<file path="src/rtl/gdd_pkg.sv">
// ----------------------------------------------------------------------------
// gdd_pkg
// Types, constants and calendar tables for the Gregorian date difference block.
// ----------------------------------------------------------------------------
package gdd_pkg;

  localparam int unsigned YEAR_MAX    = 9999;
  localparam int unsigned DAY_W       = 5;
  localparam int unsigned MONTH_W     = 4;
  localparam int unsigned YEAR_W      = 14;
  localparam int unsigned ORD_W       = 9;
  localparam int unsigned DIST_W      = 22;
  localparam int unsigned SERIAL_W    = 23;
  localparam int unsigned Q100_W      = 8;
  localparam int unsigned RECIP_W     = 13;
  localparam int unsigned RECIP_SHIFT = 19;
  localparam int unsigned PROD_W      = YEAR_W + RECIP_W;

  // floor(y / 100) == (y * 5243) >> 19 for every 14-bit y
  localparam logic [RECIP_W-1:0]  RECIP_100   = RECIP_W'(5243);
  localparam logic [6:0]          HUNDRED     = 7'd100;
  localparam logic [8:0]          DAYS_COMMON = 9'd365;
  localparam logic [MONTH_W-1:0]  MONTH_FEB   = MONTH_W'(2);
  localparam logic [MONTH_W-1:0]  MONTH_DEC   = MONTH_W'(12);
  localparam logic [YEAR_W-1:0]   YEAR_LIMIT  = YEAR_W'(YEAR_MAX);
  localparam logic [DIST_W-1:0]   DIST_MAX    = '1;

  localparam logic signed [1:0] ORDER_LATER   = 2'sd1;
  localparam logic signed [1:0] ORDER_EARLIER = -2'sd1;
  localparam logic signed [1:0] ORDER_EQUAL   = 2'sd0;

  typedef struct packed {
    logic [DAY_W-1:0]   first_day;
    logic [MONTH_W-1:0] first_month;
    logic [YEAR_W-1:0]  first_year;
    logic [DAY_W-1:0]   second_day;
    logic [MONTH_W-1:0] second_month;
    logic [YEAR_W-1:0]  second_year;
  } req_t;

  typedef struct packed {
    logic signed [1:0]  order;
    logic [DIST_W-1:0]  day_distance;
    logic [ORD_W-1:0]   first_day_of_year;
    logic [ORD_W-1:0]   second_day_of_year;
    logic               first_leap;
    logic               second_leap;
    logic               first_valid;
    logic               second_valid;
  } res_t;

  typedef struct packed {
    logic                leap;
    logic                valid;
    logic [ORD_W-1:0]    ordinal;
    logic [SERIAL_W-1:0] serial;
  } date_info_t;

  function automatic logic [DAY_W-1:0] month_len(input logic [MONTH_W-1:0] m);
    logic [DAY_W-1:0] len;
    unique case (m)
      4'd1, 4'd3, 4'd5, 4'd7, 4'd8, 4'd10, 4'd12: len = 5'd31;
      4'd4, 4'd6, 4'd9, 4'd11:                    len = 5'd30;
      4'd2:                                       len = 5'd28;
      default:                                    len = 5'd0;
    endcase
    return len;
  endfunction

  function automatic logic [ORD_W-1:0] month_start(input logic [MONTH_W-1:0] m);
    logic [ORD_W-1:0] start;
    unique case (m)
      4'd1:    start = 9'd0;
      4'd2:    start = 9'd31;
      4'd3:    start = 9'd59;
      4'd4:    start = 9'd90;
      4'd5:    start = 9'd120;
      4'd6:    start = 9'd151;
      4'd7:    start = 9'd181;
      4'd8:    start = 9'd212;
      4'd9:    start = 9'd243;
      4'd10:   start = 9'd273;
      4'd11:   start = 9'd304;
      4'd12:   start = 9'd334;
      default: start = 9'd0;
    endcase
    return start;
  endfunction

endpackage

</file>
<file path="src/rtl/gregorian_date_difference.sv">
// ----------------------------------------------------------------------------
// gregorian_date_difference
// Validity, leap flag, ordinal day and order of two Gregorian dates and the
// absolute number of days between them.
// ----------------------------------------------------------------------------
// A new date pair is taken in every cycle in which start is high; busy is
// always low, so one pair per clock is sustained. Each pair gives exactly one
// result, shown on res for a single cycle with done high; between the edge that
// takes the pair and done lie the input register, three date pipeline stages
// and the result register.
// Results leave in the order the pairs came in and the receiver must take
// each one in the cycle it appears.
module gregorian_date_difference (
  input  logic          clk,
  input  logic          rst,
  input  logic          start,
  output logic          busy,
  input  gdd_pkg::req_t req,
  output logic          done,
  output gdd_pkg::res_t res
);

  gdd_pkg::req_t req_a;
  logic          vld_a;
  logic          vld_b;
  logic          vld_c;
  logic          vld_d;
  logic signed [1:0] order_a;
  logic signed [1:0] order_b;
  logic signed [1:0] order_c;
  logic signed [1:0] order_d;

  gdd_pkg::date_info_t first_info;
  gdd_pkg::date_info_t second_info;

  assign busy = 1'b0;

  always_ff @(posedge clk) begin
    if (rst) begin
      vld_a <= 1'b0;
      vld_b <= 1'b0;
      vld_c <= 1'b0;
      vld_d <= 1'b0;
    end else begin
      vld_a <= start && !busy;
      vld_b <= vld_a;
      vld_c <= vld_b;
      vld_d <= vld_c;
    end
  end

  always_ff @(posedge clk) begin
    req_a   <= req;
    order_b <= order_a;
    order_c <= order_b;
    order_d <= order_c;
  end

  // raw field order: year, then month, then day
  always_comb begin
    priority if (req_a.first_year != req_a.second_year) begin
      order_a = (req_a.first_year > req_a.second_year) ?
                gdd_pkg::ORDER_LATER : gdd_pkg::ORDER_EARLIER;
    end else if (req_a.first_month != req_a.second_month) begin
      order_a = (req_a.first_month > req_a.second_month) ?
                gdd_pkg::ORDER_LATER : gdd_pkg::ORDER_EARLIER;
    end else if (req_a.first_day != req_a.second_day) begin
      order_a = (req_a.first_day > req_a.second_day) ?
                gdd_pkg::ORDER_LATER : gdd_pkg::ORDER_EARLIER;
    end else begin
      order_a = gdd_pkg::ORDER_EQUAL;
    end
  end

  gdd_date_unit u_first (
    .clk   (clk),
    .day   (req_a.first_day),
    .month (req_a.first_month),
    .year  (req_a.first_year),
    .info  (first_info)
  );

  gdd_date_unit u_second (
    .clk   (clk),
    .day   (req_a.second_day),
    .month (req_a.second_month),
    .year  (req_a.second_year),
    .info  (second_info)
  );

  gdd_result u_result (
    .clk         (clk),
    .rst         (rst),
    .vld         (vld_d),
    .order       (order_d),
    .first_info  (first_info),
    .second_info (second_info),
    .done        (done),
    .res         (res)
  );

endmodule

</file>
<file path="src/rtl/gdd_date_unit.sv">
// ----------------------------------------------------------------------------
// gdd_date_unit
// Three-stage pipeline for one date: leap flag, validity, ordinal day and
// day number counted from 1 January of year 1.
// ----------------------------------------------------------------------------
module gdd_date_unit (
  input  logic                         clk,
  input  logic [gdd_pkg::DAY_W-1:0]    day,
  input  logic [gdd_pkg::MONTH_W-1:0]  month,
  input  logic [gdd_pkg::YEAR_W-1:0]   year,
  output gdd_pkg::date_info_t          info
);

  // stage b: reciprocal divide and year scaling
  logic [gdd_pkg::DAY_W-1:0]    day_b;
  logic [gdd_pkg::MONTH_W-1:0]  month_b;
  logic [gdd_pkg::YEAR_W-1:0]   year_b;
  logic [gdd_pkg::YEAR_W-1:0]   prev_b;
  logic [gdd_pkg::Q100_W-1:0]   q100_b;
  logic [gdd_pkg::SERIAL_W-1:0] p365_b;

  logic [gdd_pkg::PROD_W-1:0]   recip_prod;
  logic [gdd_pkg::YEAR_W-1:0]   prev_year;

  assign recip_prod = gdd_pkg::PROD_W'(year) * gdd_pkg::PROD_W'(gdd_pkg::RECIP_100);
  assign prev_year  = year - gdd_pkg::YEAR_W'(1);

  always_ff @(posedge clk) begin
    day_b   <= day;
    month_b <= month;
    year_b  <= year;
    prev_b  <= prev_year;
    q100_b  <= gdd_pkg::Q100_W'(recip_prod >> gdd_pkg::RECIP_SHIFT);
    p365_b  <= gdd_pkg::SERIAL_W'(prev_year) * gdd_pkg::SERIAL_W'(gdd_pkg::DAYS_COMMON);
  end

  // stage c: leap, validity, ordinal
  logic [gdd_pkg::YEAR_W-1:0] rem100;
  logic                       leap;
  logic [gdd_pkg::DAY_W:0]    day_lim;
  logic                       valid;
  logic [gdd_pkg::ORD_W-1:0]  ordinal;

  assign rem100 = year_b - (gdd_pkg::YEAR_W'(q100_b) * gdd_pkg::YEAR_W'(gdd_pkg::HUNDRED));
  assign leap   = (year_b[1:0] == 2'b00) && ((rem100 != '0) || (q100_b[1:0] == 2'b00));

  always_comb begin
    day_lim = {1'b0, gdd_pkg::month_len(month_b)};
    if (month_b == gdd_pkg::MONTH_FEB && leap) begin
      day_lim = day_lim + (gdd_pkg::DAY_W+1)'(1);
    end
    valid = (day_b != '0) && (month_b != '0) && (month_b <= gdd_pkg::MONTH_DEC) &&
            (year_b != '0) && (year_b <= gdd_pkg::YEAR_LIMIT) &&
            ({1'b0, day_b} <= day_lim);
    ordinal = gdd_pkg::month_start(month_b) + gdd_pkg::ORD_W'(day_b) +
              gdd_pkg::ORD_W'(leap && (month_b > gdd_pkg::MONTH_FEB));
  end

  logic                         leap_c;
  logic                         valid_c;
  logic [gdd_pkg::ORD_W-1:0]    ord_c;
  logic [gdd_pkg::YEAR_W-1:0]   prev_c;
  logic [gdd_pkg::Q100_W-1:0]   pq100_c;
  logic [gdd_pkg::SERIAL_W-1:0] p365_c;

  always_ff @(posedge clk) begin
    leap_c  <= leap;
    valid_c <= valid;
    ord_c   <= ordinal;
    prev_c  <= prev_b;
    // (y - 1) / 100 drops by one when y is a multiple of 100
    pq100_c <= q100_b - gdd_pkg::Q100_W'(rem100 == '0);
    p365_c  <= p365_b;
  end

  // stage d: day number
  always_ff @(posedge clk) begin
    info.leap    <= leap_c;
    info.valid   <= valid_c;
    info.ordinal <= ord_c;
    info.serial  <= p365_c
                  + gdd_pkg::SERIAL_W'(prev_c >> 2)
                  - gdd_pkg::SERIAL_W'(pq100_c)
                  + gdd_pkg::SERIAL_W'(pq100_c >> 2)
                  + gdd_pkg::SERIAL_W'(ord_c);
  end

endmodule

</file>
<file path="src/rtl/gdd_result.sv">
// ----------------------------------------------------------------------------
// gdd_result
// Result stage: absolute day difference, saturation, masking of invalid
// pairs and the result register with its strobe.
// ----------------------------------------------------------------------------
module gdd_result (
  input  logic                clk,
  input  logic                rst,
  input  logic                vld,
  input  logic signed [1:0]   order,
  input  gdd_pkg::date_info_t first_info,
  input  gdd_pkg::date_info_t second_info,
  output logic                done,
  output gdd_pkg::res_t       res
);

  logic                         both_valid;
  logic [gdd_pkg::SERIAL_W-1:0] diff;
  logic [gdd_pkg::DIST_W-1:0]   distance;

  assign both_valid = first_info.valid && second_info.valid;

  always_comb begin
    if (first_info.serial > second_info.serial) begin
      diff = first_info.serial - second_info.serial;
    end else begin
      diff = second_info.serial - first_info.serial;
    end
    if (diff > gdd_pkg::SERIAL_W'(gdd_pkg::DIST_MAX)) begin
      distance = gdd_pkg::DIST_MAX;
    end else begin
      distance = gdd_pkg::DIST_W'(diff);
    end
  end

  always_ff @(posedge clk) begin
    if (rst) begin
      done <= 1'b0;
    end else begin
      done <= vld;
    end
  end

  always_ff @(posedge clk) begin
    res.order              <= order;
    res.day_distance       <= both_valid ? distance : '0;
    res.first_day_of_year  <= both_valid ? first_info.ordinal : '0;
    res.second_day_of_year <= both_valid ? second_info.ordinal : '0;
    res.first_leap         <= first_info.leap;
    res.second_leap        <= second_info.leap;
    res.first_valid        <= first_info.valid;
    res.second_valid       <= second_info.valid;
  end

endmodule
</file>
<file path="config.mk">
export PLATFORM = sky130hd
export DESIGN_NAME = gregorian_date_difference
export DESIGN_NICKNAME = d
export VERILOG_FILES = /design/src/rtl/gdd_pkg.sv /design/src/rtl/gregorian_date_difference.sv /design/src/rtl/gdd_date_unit.sv /design/src/rtl/gdd_result.sv
export SDC_FILE = /design/constraint.sdc
export NUM_CORES = 2
export LEC_CHECK = 0
export BUFFER_PORTS_ARGS = -buffer_cell sky130_fd_sc_hd__buf_2
export CAP_MARGIN = 25
export CORE_MARGIN = 5
export CORE_UTILIZATION = 38
export CTS_CLUSTER_SIZE = 40
export DETAILED_ROUTE_END_ITERATION = 6
export HOLD_SLACK_MARGIN = 0.02
export PLACE_DENSITY = 0.65
export SYNTH_ARGS = -nofsm -noshare
export SYNTH_HDL_FRONTEND = slang
export SYNTH_HIERARCHICAL = 1
export SYNTH_SLANG_ARGS = --single-unit
</file>
<file path="constraint.sdc">
create_clock -name clk -period 7.3 [get_ports clk]
set_input_delay 0.365 -clock clk [delete_from_list [all_inputs] [get_ports clk]]
set_output_delay 0.365 -clock clk [all_outputs]
set_load 0.05 [all_outputs]
</file>
# == After elaboration in Yosys (flattened, before gate mapping) ==
# Memories as Yosys holds them, arrays and structs flattened. A register that Yosys moved wholly into a read port is not among the register bits.
# Cells that the tools add are included.
# op_classes
addsub,22
multipliers,6
n_lt_le_gt_ge,13
n_eq_ne,5
mux,10
n_reduce_logical,33
# ops
operator,n
14-bit nonzero test,4
"14-bit by 13-bit multiplier with 27-bit output, second input constant",2
23-bit by 12-bit adder with 23-bit output,2
23-bit by 6-bit adder with 23-bit output,2
23-bit by 9-bit adder with 23-bit output,2
"14-bit by 9-bit multiplier with 23-bit output, second input constant",2
23-bit subtractor,2
23-bit by 8-bit subtractor with 23-bit output,2
"14-bit <= comparator, second input constant",2
14-bit logical NOT,2
"14-bit by 1-bit subtractor with 14-bit output, second input constant",2
14-bit subtractor,2
"8-bit by 5-bit multiplier with 12-bit output, second input constant",2
"23-bit by 22-bit > comparator with 1-bit output, second input constant",1
23-bit > comparator,1
23-bit two-way mux,1
22-bit two-way mux,1
9-bit by 1-bit adder with 9-bit output,2
9-bit by 5-bit adder with 9-bit output,2
1-bit logical AND,17
8-bit by 1-bit subtractor with 8-bit output,2
14-bit > comparator,1
14-bit != test,1
"5-bit by 1-bit adder with 6-bit output, second input constant",2
other kinds (14),30
# word_totals
register_bits,419
romBits,448
input_bits,49
out_inout_bits,48
word_cells,147
mem_count,4
# memory_table
memory,words,width,read_ports,rd_clocked_by_memory_dff,write_ports,line,source
(no name shown),16,9,1,1,0,gdd_pkg.sv:72,unique case (m)
(no name shown),16,9,1,1,0,gdd_pkg.sv:72,
(no name shown),16,5,1,1,0,gdd_pkg.sv:61,unique case (m)
(no name shown),16,5,1,1,0,gdd_pkg.sv:61,

# == Longest topological paths before layout ==
# logic_depth
ltp_word,9
mapped_depth,29
mapped_depth_nobuf,29

# == Modules after synthesis ==
# Netlist, hierarchy kept.
# by_module_without_submodules
mod,n_inst,cells_each,area_per_inst_um2,seq_area_each_um2
gdd_date_unit (u_second),1,1297,13340.3,3323.2
gdd_date_unit (u_first),1,1274,13260.2,3323.2
gdd_result,1,444,3902.5,940.9
gregorian_date_difference,1,143,1769.2,1121.1

# == Least setup slack after synthesis ==
# OpenSTA, ideal clock, no wires.
# synth_timing
kind,reg2reg
startpoint,reg u_first/q100_b[2] (netlist bit)
endpoint,reg u_first/ord_c[8] (netlist bit)
setup_time_ns,0.118
arrival_ns,5.576
t_required_ns,7.182
path_slack_ns,1.606
path_stages_with_launch,28
cell_sequence,dfxtp_1 > inv_1 > ha_1 > ha_1 > fa_1 > ha_1 > nor2b_1 > o21ai_0 > nand2b_1 > a21o_1 > a21oi_1 > xor2_1 > ha_1 > o21ai_0 > nand2b_1 > a211oi_2 > nor4bb_1 > o21ai_2 > nor2_1 > or4_1 > fa_1 > fa_1 > nor2b_1 > o21ai_0 > nand2b_1 > a21o_1 > nand4_1 > xnor2_1
# synth_via
elab_chain_cells,7
# synth_lines
element,line,source
"start, declared",gdd_date_unit.sv:19,logic [gdd_pkg::Q100_W-1:0] q100_b;
"start signal, assigned",gdd_date_unit.sv:33,q100_b <= gdd_pkg::Q100_W'(recip_prod >> gdd_pkg::RECIP_SHIFT);
8-bit by 5-bit multiplier with 12-bit output,gdd_date_unit.sv:44,assign rem100 = year_b - (gdd_pkg::YEAR_W'(q100_b) * gdd_pkg::YEAR_W'(gdd_pkg::HUNDRED));
14-bit subtractor,gdd_date_unit.sv:44,
14-bit nonzero test,gdd_date_unit.sv:45,assign leap = (year_b[1:0] == 2'b00) && ((rem100 != '0) || (q100_b[1:0] == 2'b00));
1-bit logical OR,gdd_date_unit.sv:45,
1-bit logical AND,gdd_date_unit.sv:45,
1-bit logical AND,gdd_date_unit.sv:56,gdd_pkg::ORD_W'(leap && (month_b > gdd_pkg::MONTH_FEB));
9-bit by 1-bit adder with 9-bit output,gdd_date_unit.sv:55,ordinal = gdd_pkg::month_start(month_b) + gdd_pkg::ORD_W'(day_b) +
net u_first.ordinal (one bit),gdd_date_unit.sv:42,logic [gdd_pkg::ORD_W-1:0] ordinal;
"end signal, assigned",gdd_date_unit.sv:69,ord_c <= ordinal;
"end, declared",gdd_date_unit.sv:61,logic [gdd_pkg::ORD_W-1:0] ord_c;
# The timed path passes the listed nets, and every way through them passes these cells.
# A chain may end at the register's enable or synchronous reset.

# == Final worst setup path ==
# Ends and elaborated chain as after synthesis.

==> summary.md <==
| Metric | Value |
|---|---|
| Most common cell after layout, fill and taps aside | inv_1 |
| Reg2Reg Setup Slack | 1.08 ns |
| H-tree lvl count | 2 |
| Filler Cell Count | 7959 |
| Total die area | ~91000 um^2 |
| Vias | approximately 21000 |
| Final instance area | ~36000 um^2 |
| Input/output buffers | 95 |
| Wire per inst | ~15 um |
| GPL Wtd Cong | a little under 0.9 |
| CP Capture Type | flop |
| Clk pin slew, worst setup/hold paths | around 0.07 ns |
| Final net count | between 4000 and 5000 |
| Setup violations, final | 0 |
| GR Overflow Total | 0 |
| RSZ-0062 raised after global routing | false |
| Post-route DRC | 0 |
| Routed WL | around 69 mm |
| Multi-input gate area | ~21000 um^2 |
| Final Skew | between 0.02 and 0.025 ns |
| Worst-Skew Late Latency | about 0.60 ns |
| Number of routed nets with antenna violations | 0 |
| Share of cells above drive strength 1 | 7.67% |
| Pre-antenna DRT Iters | 5 |
| Max-cap viol count | 0 |
| CP required | 7.79 ns |
| Setup TNS | 0 ns |
| Fin. max-slew vios | 0 |
| Post-Syn Area | about 32000 um^2 |
| Most frequent cells in the layout | inv_1 (634), ha_1 (626), dfxtp_1 (435) |
| Syn-to-layout area delta | 12.0% |
| Total GRT Usage | between 10% and 20% |
| Die width | between 300 and 400 um |
| Startpoint Class | flop |
| Post-synth ARST share | 0% |
| DP Area | ~34000 um^2 |
| Outcome | finished, final reports clean |
| Crit Path Max Fanout | 4 |
| DR iter-0 viols | approximately 960 |
| CTS max path bufs | 3 |
| Worst-margin pin slew | just over 1 ns |
| Reg area | 8710 um^2 |
| Core area | ~84000 um^2 |
| DP HPWL | roughly 57 mm |
| CTS-repair resized insts | 0 |
| Number of flops mapped to enable cells by yosys | 0 |
| Tcrit/Tclk final | 85.2% |
| FMAX | 0.161 GHz |
| Num CTS Buffers | 47 |
| Fin crit period | approximately 6.2 ns |
| Most used DFF post-synth | dfxtp_1 |
| Yosys warns | 6 |
| First-pass GRT wire length | 113 mm |
| CTS sink cnt | between 400 and 500 |
| Std cell rows | around 110 |
| Syn Area/Cell | approximately 10 um^2 |
| Final design utilization | 43.1% |
| I/O pin count | between 90 and 100 |
| CTS tree | yes |
| Largest net degree at the start of global routing | 23 |
| Library cells used by synthesis | 98 |
| Post-synthesis sequential area ratio | between 20% and 30% |
| Final worst slack | approximately 1.1 ns |
| CTS root buf | clkbuf_16 |
| Vias in the first global route | 21700 |
| DR vias/cell | about 4.7 |
| Worst hold path class | reg -> reg |
| Final Hold Vio Count | 0 |
| Initial antenna violation count | 1 |
| Synth Instances | 3158 |
| Pre-CTS WS | 1.09 ns |
| Die Y | about 300 um |
| Slew headroom | between 30 and 40% |
| WS Path Type | reg -> reg |
| Synthesis-stage register bit count | approximately 440 |
| Worst EP arrival | 6.71 ns |
| Initial Utilization | about two fifths |
| Post-Syn Nets | between 4000 and 5000 |
==> state kept, by name (all words and copies together), names as in the netlist, 9 cells and up, named ones only <==
| name | count |
|---|---|
| u_second/p365_c | 23 |
| u_first/p365_b | 23 |
| u_first/prev_c | 12 |
| u_second/year_b | 14 |
| u_first/p365_c | 23 |
| u_first/prev_b | 12 |
| u_second/info | 34 |
| req_a | 46 |
| u_second/p365_b | 23 |
| u_first/year_b | 14 |
| u_second/prev_c | 12 |
| u_result/res | 46 |
| u_second/prev_b | 12 |
| u_first/info | 34 |
| u_first/ord_c | 9 |
| u_second/ord_c | 9 |
==> critical path, cell delays in order (launching register included) <==
cell,delay [ns]
dfxtp_1,0.40
inv_1,0.11
ha_1,0.31
ha_1,0.32
fa_1,0.47
ha_1,0.36
nor2b_1,0.14
o21ai_0,0.14
nand2b_1,0.11
a21o_1,0.19
a21oi_1,0.17
xor2_1,0.20
ha_1,0.27
o21ai_0,0.08
nand2b_1,0.11
a211oi_2,0.15
nor4bb_1,0.09
o21ai_2,0.26
nor2_1,0.08
or4_1,0.52
fa_1,0.46
fa_1,0.45
nor2b_1,0.12
o21ai_0,0.08
nand2b_1,0.12
a21o_1,0.15
nand4_1,0.12
xnor2_1,0.14
==> cells in the mapped netlist, types with 6 or more instances <==
library cell / instances / area (um^2)
o21ai_1: 6 / 30.0
a21oi_2: 23 / 201
ha_1: 626 / 7830
a21boi_0: 6 / 45.0
buf_2: 9 / 45.0
fa_1: 272 / 5450
o21ai_0: 84 / 420
and2_1: 13 / 81.3
a2111oi_0: 8 / 70.1
xor2_1: 42 / 368
and3_1: 37 / 231
a21o_1: 55 / 413
nor3_1: 25 / 125
o22ai_1: 7 / 43.8
o2111ai_1: 10 / 87.6
mux2i_1: 19 / 190
o21bai_1: 12 / 90.1
nand3_1: 45 / 225
o21a_1: 23 / 173
nor2b_1: 31 / 194
dfxtp_1: 435 / 8710
or4_1: 7 / 52.6
nand4_1: 21 / 131
o211ai_1: 21 / 158
or2_2: 7 / 43.8
clkbuf_1: 13 / 48.8
or3_1: 14 / 87.6
nand2_1: 112 / 420
nand2b_1: 24 / 150
nor2_1: 102 / 383
xnor2_1: 130 / 1140
inv_1: 634 / 2380
o211a_1: 6 / 60.1
buf_6: 9 / 101
nor4_1: 12 / 75.1
a211oi_1: 20 / 150
a21oi_1: 113 / 566
a31oi_1: 12 / 75.1
==> path summary, 6_finish.rpt <==
check | from | endpoint | depth (start not counted)
hold / removal | u_second/p365_b[13]$_DFF_P_ | u_second/p365_c[13]$_DFF_P_ | 0
setup reg to reg | u_first/q100_b[2]$_DFF_P_ | u_first/ord_c[8]$_DFF_P_ | 27
hold reg to reg | u_second/p365_b[13]$_DFF_P_ | u_second/p365_c[13]$_DFF_P_ | 0
setup / recovery | u_first/q100_b[2]$_DFF_P_ | u_first/ord_c[8]$_DFF_P_ | 27
==> cells by family after synthesis <==
family | count (synthesis) | synth area share [%]
AOI/OAI and AO/OA | 474 | 10.3
xor gates and xnor gates | 173 | 4.74
adders and majority gates | 898 | 41.1
buffers and inverters | 668 | 8.05
DFF | 435 | 27.0
muxes | 25 | 0.834
other | 1 | 0.0116
and+or+nand+nor | 484 | 7.95
==> repair_timing <==
action	in CTS	in global routing
hold endpoints to repair	51	0
setup buffers	0	0
setup endpoints to repair	0	0
hold buffers	48	0
==> metrics by stage <==
step | instances | hold WS, ns
after global routing | 4498 | 0.329
after CTS | 4497 | 0.322
after detailed placement | 4361 | 0.312
after floorplan | 3158 | 0.310
final | 4499 | 0.322
after global placement | 4361 | 0.311
==> metal layers <==
| metal | up-vias | wire length [um] | GRT usage [%] |
|---|---|---|---|
| met3 | 82 | 3160 | 2.17 |
| met4 | 0 | 1380 | 3.50 |
| met1 | 10100 | 34500 | 22.5 |
| met2 | 397 | 29500 | 23.9 |
| met5 | - | 0 | 0 |
| li1 | 10800 | - | - |
==> area by class of cell <==
class                      instances  area share (%)
tap                             1134            3.92
timing repair buffer             152            2.89
sequential                       435            24.1
clock buffer                      58            3.53
multi-input combinational       2055            58.0
clock inverter                    30            1.01
inverter                         634            6.58
antenna                            1         0.00692
Power is left out: the tool's default activity adds up to more than one toggle a clock period on the data nets, which glitch-free logic cannot reach.
